==> config.mk <==
export PLATFORM = sky130hd
export DESIGN_NAME = confirmable_retransmit_table
export DESIGN_NICKNAME = d
export VERILOG_FILES = /design/src/rtl/crt_pkg.sv /design/src/rtl/confirmable_retransmit_table.sv
export SDC_FILE = /design/constraint.sdc
export NUM_CORES = 2
export LEC_CHECK = 0
export ABC_AREA = 0
export BUFFER_PORTS_ARGS = -buffer_cell sky130_fd_sc_hd__clkbuf_2
export CELL_PAD_IN_SITES_DETAIL_PLACEMENT = 0
export CELL_PAD_IN_SITES_GLOBAL_PLACEMENT = 2
export CORE_MARGIN = 1.5
export CORE_UTILIZATION = 45
export DETAILED_ROUTE_END_ITERATION = 6
export GPL_TIMING_DRIVEN = 0
export PLACE_DENSITY = 0.8
export SYNTH_ARGS = -nofsm -noshare
export SYNTH_HDL_FRONTEND = slang
export SYNTH_SLANG_ARGS = --single-unit
==> constraint.sdc <==
create_clock -name clk -period 11.55 [get_ports clk]
set_input_delay 1.155 -clock clk [delete_from_list [all_inputs] [get_ports clk]]
set_output_delay 1.155 -clock clk [all_outputs]
set_load 0.03 [all_outputs]
==> src/rtl/crt_pkg.sv <==
`timescale 1ns / 1ps
`default_nettype none

package crt_pkg;

  // Table geometry
  localparam int unsigned DEF_SLOTS = 8;

  // Register reset values
  localparam logic [15:0] DEF_BASE_TIMEOUT = 16'd256;
  localparam logic [15:0] DEF_SPREAD       = 16'd128;
  localparam logic [3:0]  DEF_MAX_RETX     = 4'd4;

  // Register indexes
  localparam logic [1:0] REG_BASE_TIMEOUT = 2'd0;
  localparam logic [1:0] REG_SPREAD       = 2'd1;
  localparam logic [1:0] REG_MAX_RETX     = 2'd2;

  // Request commands
  localparam logic [1:0] CMD_OPEN   = 2'd0;
  localparam logic [1:0] CMD_CLEAR  = 2'd1;
  localparam logic [1:0] CMD_LOOKUP = 2'd2;
  localparam logic [1:0] CMD_TICK   = 2'd3;

  // Event codes
  localparam logic [3:0] EV_ARMED     = 4'd0;
  localparam logic [3:0] EV_RELEASED  = 4'd1;
  localparam logic [3:0] EV_RETX      = 4'd2;
  localparam logic [3:0] EV_TIMEOUT   = 4'd3;
  localparam logic [3:0] EV_CLEARED   = 4'd4;
  localparam logic [3:0] EV_NOT_FOUND = 4'd5;
  localparam logic [3:0] EV_FULL      = 4'd6;
  localparam logic [3:0] EV_FOUND     = 4'd7;
  localparam logic [3:0] EV_TICK_DONE = 4'd8;

endpackage

`default_nettype wire

==> src/rtl/confirmable_retransmit_table.sv <==
`timescale 1ns / 1ps
`default_nettype none

// Open: answered from idle when full, released or timed out, else after a 16-step remainder.
// Clear/lookup: one age-order position searched at a time, oldest first, up to SLOTS positions.
// Tick: walks each live entry in age order, then a done result; only the done result if empty.
// One request at a time: busy is high until its last result has been registered.
// Results are registered, each valid for one cycle; receiver cannot stall.
// Synchronous active-low reset empties the table and restores register defaults.
module confirmable_retransmit_table
  import crt_pkg::*;
#(
  parameter int unsigned SLOTS = DEF_SLOTS
) (
  input  wire logic        clk,
  input  wire logic        rst_n,
  input  wire logic        start,
  output logic             busy,
  input  wire logic [1:0]  in_cmd,
  input  wire logic [15:0] in_mid,
  input  wire logic        in_confirmable,
  input  wire logic [7:0]  in_message_handle,
  input  wire logic [15:0] in_random_value,
  output logic             out_valid,
  output logic [3:0]       out_event_res,
  output logic [2:0]       out_slot,
  output logic [15:0]      out_event_mid,
  output logic [7:0]       out_event_handle,
  output logic [3:0]       out_retransmissions,
  output logic             out_last,
  input  wire logic        cfg_we,
  input  wire logic [1:0]  cfg_index,
  input  wire logic [15:0] cfg_data
);

  localparam int unsigned SLOT_W = (SLOTS > 1) ? $clog2(SLOTS) : 1;
  localparam int unsigned CNT_W  = $clog2(SLOTS + 1);

  typedef enum logic [2:0] {
    ST_IDLE,
    ST_MOD,
    ST_SEARCH,
    ST_WALK,
    ST_TDONE
  } state_t;

  state_t state_r;

  // Configuration
  logic [15:0] base_r;
  logic [15:0] spread_r;
  logic [3:0]  max_retx_r;

  // Table
  logic              live_r     [SLOTS];
  logic [15:0]       id_r       [SLOTS];
  logic [7:0]        buf_r      [SLOTS];
  logic [3:0]        retries_r  [SLOTS];
  logic [31:0]       interval_r [SLOTS];
  logic [31:0]       left_r     [SLOTS];
  logic [SLOT_W-1:0] age_r      [SLOTS];
  logic [CNT_W-1:0]  live_cnt_r;

  // Request latch and sequencer
  logic [1:0]        cmd_r;
  logic [15:0]       mid_r;
  logic [7:0]        hnd_r;
  logic [15:0]       rnd_r;
  logic [15:0]       rem_r;
  logic [3:0]        step_r;
  logic [SLOT_W-1:0] pos_r;
  logic [CNT_W-1:0]  todo_r;
  logic [SLOT_W-1:0] new_slot_r;

  // Result register
  logic        out_valid_r;
  logic [3:0]  out_ev_r;
  logic [2:0]  out_slot_r;
  logic [15:0] out_mid_r;
  logic [7:0]  out_hnd_r;
  logic [3:0]  out_retx_r;
  logic        out_last_r;

  // Lowest free slot
  logic [SLOT_W-1:0] free_slot;
  logic              free_any;
  always_comb begin
    free_slot = '0;
    free_any  = 1'b0;
    for (int i = 0; i < SLOTS; i++) begin
      if (!live_r[i] && !free_any) begin
        free_slot = SLOT_W'(i);
        free_any  = 1'b1;
      end
    end
  end

  // Entry at the current age position
  logic [SLOT_W-1:0] cur_slot;
  logic [31:0]       cur_left_dec;
  logic [3:0]        cur_retx_inc;
  logic [31:0]       cur_iv_dbl;
  assign cur_slot     = age_r[pos_r];
  assign cur_left_dec = (left_r[cur_slot] != '0) ? left_r[cur_slot] - 32'd1 : '0;
  assign cur_retx_inc = (retries_r[cur_slot] != 4'hF) ? retries_r[cur_slot] + 4'd1 : 4'hF;
  assign cur_iv_dbl   = interval_r[cur_slot][31] ? 32'hFFFF_FFFF
                                                 : {interval_r[cur_slot][30:0], 1'b0};

  // Remainder step: one bit of random value mod spread
  logic [16:0] trial;
  logic [15:0] rem_nxt;
  logic [31:0] armed_iv;
  assign trial    = {rem_r, rnd_r[15]};
  assign rem_nxt  = (trial >= {1'b0, spread_r}) ? 16'(trial - {1'b0, spread_r}) : trial[15:0];
  assign armed_iv = 32'(base_r) + ((spread_r == '0) ? 32'd0 : 32'(rem_nxt));

  always_ff @(posedge clk) begin
    if (!rst_n) begin
      state_r     <= ST_IDLE;
      base_r      <= DEF_BASE_TIMEOUT;
      spread_r    <= DEF_SPREAD;
      max_retx_r  <= DEF_MAX_RETX;
      live_cnt_r  <= '0;
      out_valid_r <= 1'b0;
      out_last_r  <= 1'b0;
      for (int i = 0; i < SLOTS; i++) live_r[i] <= 1'b0;
    end else begin
      out_valid_r <= 1'b0;
      out_last_r  <= 1'b0;

      // Register writes
      if (cfg_we) begin
        unique case (cfg_index)
          REG_BASE_TIMEOUT: base_r     <= cfg_data;
          REG_SPREAD:       spread_r   <= cfg_data;
          REG_MAX_RETX:     max_retx_r <= cfg_data[3:0];
          default: ;
        endcase
      end

      unique case (state_r)
        ST_IDLE: begin
          if (start) begin
            cmd_r  <= in_cmd;
            mid_r  <= in_mid;
            hnd_r  <= in_message_handle;
            rnd_r  <= in_random_value;
            pos_r  <= '0;
            todo_r <= live_cnt_r;
            out_mid_r  <= in_mid;
            out_hnd_r  <= in_message_handle;
            out_retx_r <= '0;
            out_slot_r <= '0;
            unique case (in_cmd)
              CMD_OPEN: begin
                if (!free_any || live_cnt_r >= CNT_W'(SLOTS)) begin
                  out_valid_r <= 1'b1;
                  out_last_r  <= 1'b1;
                  out_ev_r    <= EV_FULL;
                end else if (!in_confirmable || max_retx_r == '0) begin
                  // sent and released at once, never armed
                  out_valid_r <= 1'b1;
                  out_last_r  <= 1'b1;
                  out_ev_r    <= in_confirmable ? EV_TIMEOUT : EV_RELEASED;
                  out_slot_r  <= 3'(free_slot);
                end else begin
                  new_slot_r <= free_slot;
                  rem_r      <= '0;
                  step_r     <= '0;
                  state_r    <= ST_MOD;
                end
              end
              CMD_CLEAR, CMD_LOOKUP: begin
                if (live_cnt_r == '0) begin
                  out_valid_r <= 1'b1;
                  out_last_r  <= 1'b1;
                  out_ev_r    <= EV_NOT_FOUND;
                  out_hnd_r   <= '0;
                end else begin
                  state_r <= ST_SEARCH;
                end
              end
              default: begin
                if (live_cnt_r == '0) begin
                  out_valid_r <= 1'b1;
                  out_last_r  <= 1'b1;
                  out_ev_r    <= EV_TICK_DONE;
                  out_mid_r   <= '0;
                  out_hnd_r   <= '0;
                end else begin
                  state_r <= ST_WALK;
                end
              end
            endcase
          end
        end

        // Restoring remainder, MSB first, then arm the new entry
        ST_MOD: begin
          rem_r  <= rem_nxt;
          rnd_r  <= {rnd_r[14:0], 1'b0};
          step_r <= step_r + 4'd1;
          if (step_r == 4'hF) begin
            live_r[new_slot_r]     <= 1'b1;
            id_r[new_slot_r]       <= mid_r;
            buf_r[new_slot_r]      <= hnd_r;
            retries_r[new_slot_r]  <= '0;
            interval_r[new_slot_r] <= armed_iv;
            left_r[new_slot_r]     <= armed_iv;
            age_r[live_cnt_r[SLOT_W-1:0]] <= new_slot_r;
            live_cnt_r  <= live_cnt_r + CNT_W'(1);
            out_valid_r <= 1'b1;
            out_last_r  <= 1'b1;
            out_ev_r    <= EV_ARMED;
            out_slot_r  <= 3'(new_slot_r);
            state_r     <= ST_IDLE;
          end
        end

        // Oldest match first
        ST_SEARCH: begin
          if (id_r[cur_slot] == mid_r) begin
            out_valid_r <= 1'b1;
            out_last_r  <= 1'b1;
            out_ev_r    <= (cmd_r == CMD_CLEAR) ? EV_CLEARED : EV_FOUND;
            out_slot_r  <= 3'(cur_slot);
            out_mid_r   <= id_r[cur_slot];
            out_hnd_r   <= buf_r[cur_slot];
            out_retx_r  <= retries_r[cur_slot];
            if (cmd_r == CMD_CLEAR) begin
              live_r[cur_slot] <= 1'b0;
              for (int i = 0; i < SLOTS - 1; i++)
                if (SLOT_W'(i) >= pos_r) age_r[i] <= age_r[i+1];
              live_cnt_r <= live_cnt_r - CNT_W'(1);
            end
            state_r <= ST_IDLE;
          end else if (CNT_W'(pos_r) + CNT_W'(1) >= live_cnt_r) begin
            out_valid_r <= 1'b1;
            out_last_r  <= 1'b1;
            out_ev_r    <= EV_NOT_FOUND;
            out_hnd_r   <= '0;
            state_r     <= ST_IDLE;
          end else begin
            pos_r <= pos_r + SLOT_W'(1);
          end
        end

        // Tick walk, one entry per cycle in age order
        ST_WALK: begin
          todo_r <= todo_r - CNT_W'(1);
          if (todo_r == CNT_W'(1)) state_r <= ST_TDONE;
          if (cur_left_dec != '0) begin
            left_r[cur_slot] <= cur_left_dec;
            pos_r <= pos_r + SLOT_W'(1);
          end else begin
            retries_r[cur_slot] <= cur_retx_inc;
            out_valid_r <= 1'b1;
            out_slot_r  <= 3'(cur_slot);
            out_mid_r   <= id_r[cur_slot];
            out_hnd_r   <= buf_r[cur_slot];
            out_retx_r  <= cur_retx_inc;
            if (cur_retx_inc < max_retx_r) begin
              interval_r[cur_slot] <= cur_iv_dbl;
              left_r[cur_slot]     <= cur_iv_dbl;
              out_ev_r <= EV_RETX;
              pos_r    <= pos_r + SLOT_W'(1);
            end else begin
              // freed: later entries move down, position stays
              out_ev_r <= EV_TIMEOUT;
              live_r[cur_slot] <= 1'b0;
              for (int i = 0; i < SLOTS - 1; i++)
                if (SLOT_W'(i) >= pos_r) age_r[i] <= age_r[i+1];
              live_cnt_r <= live_cnt_r - CNT_W'(1);
            end
          end
        end

        ST_TDONE: begin
          out_valid_r <= 1'b1;
          out_last_r  <= 1'b1;
          out_ev_r    <= EV_TICK_DONE;
          out_slot_r  <= '0;
          out_mid_r   <= '0;
          out_hnd_r   <= '0;
          out_retx_r  <= '0;
          state_r     <= ST_IDLE;
        end

        default: state_r <= ST_IDLE;
      endcase
    end
  end

  assign busy                = (state_r != ST_IDLE);
  assign out_valid           = out_valid_r;
  assign out_event_res       = out_ev_r;
  assign out_slot            = out_slot_r;
  assign out_event_mid       = out_mid_r;
  assign out_event_handle    = out_hnd_r;
  assign out_retransmissions = out_retx_r;
  assign out_last            = out_last_r;

  // Live bits and the live count agree
  logic [SLOTS-1:0] live_vec;
  always_comb
    for (int i = 0; i < SLOTS; i++) live_vec[i] = live_r[i];

  a_live_count: assert property (@(posedge clk) disable iff (!rst_n)
    $countones(live_vec) == 32'(live_cnt_r))
    else $error("live count differs from live bits");

  a_last_valid: assert property (@(posedge clk) disable iff (!rst_n)
    out_last_r |-> out_valid_r)
    else $error("last flag without result");

  a_rem_range: assert property (@(posedge clk) disable iff (!rst_n)
    (state_r == ST_MOD && spread_r != '0) |-> (rem_r < spread_r))
    else $error("remainder out of range");

  a_last_idle: assert property (@(posedge clk) disable iff (!rst_n)
    (busy && out_last_r) |-> $past(state_r == ST_IDLE))
    else $error("last result while a request is still open");

endmodule

`default_nettype wire
==> reports/results.ini <==
[clock_tree]
clock_sink_count=923
post_cts_hold_buffer_count=0
cts.clk_slew.worst_paths_ps=60
cts_setup_buffers=0
worst_skew_pair.late_latency_ps=700
cts-root-to-sink-buffers=3
cts.htree.levels=3
cts_resized=0
cts_tree=yes
cts_buffers=97
ctsRootBufferMaster=sky130_fd_sc_hd__clkbuf_16

[worst_hold_path]
holdCritPathClass=flip-flop to flip-flop
hold-path-endpoint=age_r[7][1]
hp-start=new_slot_r[1]
holdPathStages=0

[setup_path]
worst_r2r_endpoint=left_r[2][16]
critical_path.max_fanout=10
cp_slowest_stage_delay_ps=800
regToRegSetupSlack_ps=1880
cp.buffers_inverters=3
startpoint_type=flip-flop
slowest_stage=sky130_fd_sc_hd__o311ai_1
regToRegStartpoint=spread_r[1]
worst_setup_path_end_kind=flip-flop
crit_arrival_ps=10000
required_ps=11880
worst_path_dominant_cell_family=compound AO/OA/AOI/OAI gates
reg2reg_depth=34
crit_path_frequent_cell=sky130_fd_sc_hd__o21ai_0
crit_type=flip-flop to flip-flop

[cells_and_area]
synthToLayoutAreaGrowth_pct=14.9
num_antenna_cells=0
layout-drive-gt1-share_pct=13.2
final.fill_count=7578
fin_nets=3316

[yosys]
synth.distinct_cells=84
ys_seq_area_share_pct=66.4
postSynth.asyncResetShare_pct=0
syn-num-nets=3080
synth_top_cell_area_share_pct=63.7
yosys_register_bits=923
synth_warnings=0
yosysTopAreaCell=sky130_fd_sc_hd__edfxtp_1
synth_edf_count=867
synth_area_per_cell_um2=13.8
netlist_top_cells_count=867 x sky130_fd_sc_hd__edfxtp_1, 411 x sky130_fd_sc_hd__nand2_1, 273 x sky130_fd_sc_hd__mux2i_1, 110 x sky130_fd_sc_hd__clkbuf_1, 102 x sky130_fd_sc_hd__nand3_1
synth_top_flop_cell=sky130_fd_sc_hd__edfxtp_1
synthMostInstantiatedCell=sky130_fd_sc_hd__edfxtp_1
synth_cells=2960
synthTopCellsByArea=sky130_fd_sc_hd__edfxtp_1 64%, sky130_fd_sc_hd__mux2i_1 6.7%, sky130_fd_sc_hd__nand2_1 3.8%
post_synth_instance_area_um2=40900

[timing]
final_hold_viol_count=0
fin_crit_share_pct=83.7
timing_worst_slew_pin_value_ps=1350
postLayoutSetupSlackWorst_ps=1880
unrepaired_setup_endpoints_after_global_routing=no
final.min_clock_period_ps=9670
final-max-slew-violation-count=0
report.final.setup_viol=0
fmaxAchievable_ghz=0.103
timing.max_slew.rel_slack_pct=8.71
finalClockSkew_ps=60.1

[route]
post_drt_via_cell_ratio=5.86
drtIter0Drc=2354
routedWlPerCell_um=25.5
post-route-drc-count=0
detail_route.first_pass.iterations=6
routed-via-count=26100
wirelength_mm=114
detail-route-antenna-nets=0

[pwr]
p_sw_mw=3.15
pwr_density_cell_nw_per_um2=204
irDropWorstVdd_v=0.000137
power.static_leakage_nw=16.8
clkPwrFrac_pct=32.2
power_total_mw=9.56
cell_internal_pwr_mw=6.41
combPwrFrac_pct=27.5
seq_power_share_pct=40.3
power.switching_fraction_pct=33.0

[die]
rows=110
die-area_um2=92700
die_height_um=304
core_um2=90000
initial_core_utilization_pct=45.4
fp.dieW_um=304
pin_count=103

[global_routing]
via_count_of_the_first_global_routing_pass=26300
grt_overflow_total=0
grt_antenna_before_repair=0
grt_max_degree=28
grt_first_pass_wirelength_mm=169
grt_use_total_pct=24.4

[job]
max_cap_violations=0

[placed_design]
dpl.hpwl_mm=79.8
pre_cts_ws_ps=2030
gp_congestion=0.901
io_buffer_count=102

[status]
status=finished, final reports clean

per-stage QoR:
step | setup TNS, ps | instance area (um2) | utilization, % | std cells | hold WS [ps]
5_1_grt | 0 | 47000 | 52.2 | 4451 | 467
4_1_cts | 0 | 46900 | 52.2 | 4450 | 465
3_5_place_dp | 0 | 43800 | 48.7 | 4272 | 450
6_report | 0 | 47000 | 52.2 | 4451 | 472
2_1_floorplan | 0 | 40900 | - | 2960 | 424
3_3_place_gp | -712650 | 42900 | 47.6 | 4238 | 446
kinds of logic after synthesis:
family	synth area share [%]
xor gates and xnor gates	1.46
muxes	10.1
AOI/OAI and AO/OA	8.59
DFF	66.4
adders and majority gates	1.76
buffers and inverters	2.22
and+or+nand+nor	9.42
metal layers:
metal	routed length (um)	GRT usage [%]	up-vias
li1	-	-	11800
met2	54800	40.2	890
met1	49400	33.7	13200
met5	0	0	-
met4	2810	6.80	0
met3	6680	3.65	161
registers in the layout (all words and copies together), names as in the netlist, 24 cells and up, named ones only:
register    flops
interval_r    256
buf_r          64
retries_r      32
age_r          24
id_r          128
left_r        256
placed cells by master, fill, tap and decap left out, types with 19 or more instances in the layout:
cell | synthesis | routed
sky130_fd_sc_hd__o21ai_0 | 77 | 71
sky130_fd_sc_hd__nand3_1 | 102 | 102
sky130_fd_sc_hd__nor4_1 | 19 | 19
sky130_fd_sc_hd__nor3_1 | 35 | 34
sky130_fd_sc_hd__dfxtp_1 | 56 | 56
sky130_fd_sc_hd__xnor2_1 | 54 | 54
sky130_fd_sc_hd__a22oi_1 | 44 | 44
sky130_fd_sc_hd__inv_1 | 69 | 63
sky130_fd_sc_hd__clkinv_1 | 1 | 22
sky130_fd_sc_hd__nor2_1 | 91 | 89
sky130_fd_sc_hd__clkinv_2 | 0 | 20
sky130_fd_sc_hd__a21boi_0 | 50 | 50
sky130_fd_sc_hd__a21oi_1 | 78 | 78
sky130_fd_sc_hd__edfxtp_1 | 867 | 867
sky130_fd_sc_hd__clkbuf_1 | 110 | 127
sky130_fd_sc_hd__mux2i_1 | 273 | 273
sky130_fd_sc_hd__clkbuf_16 | 0 | 97
sky130_fd_sc_hd__and3_1 | 25 | 24
sky130_fd_sc_hd__a211oi_1 | 51 | 51
sky130_fd_sc_hd__nand4_1 | 23 | 23
sky130_fd_sc_hd__nand2_1 | 411 | 411
sky130_fd_sc_hd__mux4_2 | 47 | 47
sky130_fd_sc_hd__and2_1 | 45 | 45
sky130_fd_sc_hd__ha_1 | 52 | 52
sky130_fd_sc_hd__mux2_2 | 31 | 31
sky130_fd_sc_hd__clkbuf_2 | 0 | 102
sky130_fd_sc_hd__a32oi_1 | 29 | 29
worst max path at each step:
stage / endpoint / slack (ps) / cells after the start / start
after CTS: left_r[0][16] / 1940 / 34 / spread_r[1]
after global placement: left_r[0][1] / -1750 / 24 / flip-flop
after floorplan: left_r[0][0] / 3380 / 21 / flip-flop
after detailed placement: left_r[1][16] / 2030 / 34 / spread_r[1]
after global routing: left_r[1][16] / 860 / 34 / spread_r[1]
final: left_r[2][16] / 1880 / 34 / spread_r[1]
power by group through the flow:
stage | registers, mW | logic, mW | clock network (mW)
finish | 3.85 | 2.63 | 3.07
global route | 3.86 | 2.82 | 3.26
CTS | 3.85 | 2.63 | 3.12
detailed placement | 3.92 | 2.61 | 0
global placement | 3.92 | 2.55 | 0
floorplan | 3.95 | 1.68 | 0
area by class of cell:
class / instances / area (um2) / share of cell area (%)
clock inverter: 64 / 653 / 1.39
timing repair buffer: 137 / 1230 / 2.63
inverter: 70 / 263 / 0.559
tap: 1176 / 1470 / 3.13
clock buffer: 114 / 2490 / 5.30
multi-input combinational: 1812 / 13100 / 27.8
buffer: 155 / 646 / 1.37
sequential: 923 / 27200 / 57.8
Power figures use the tool's default switching activity.
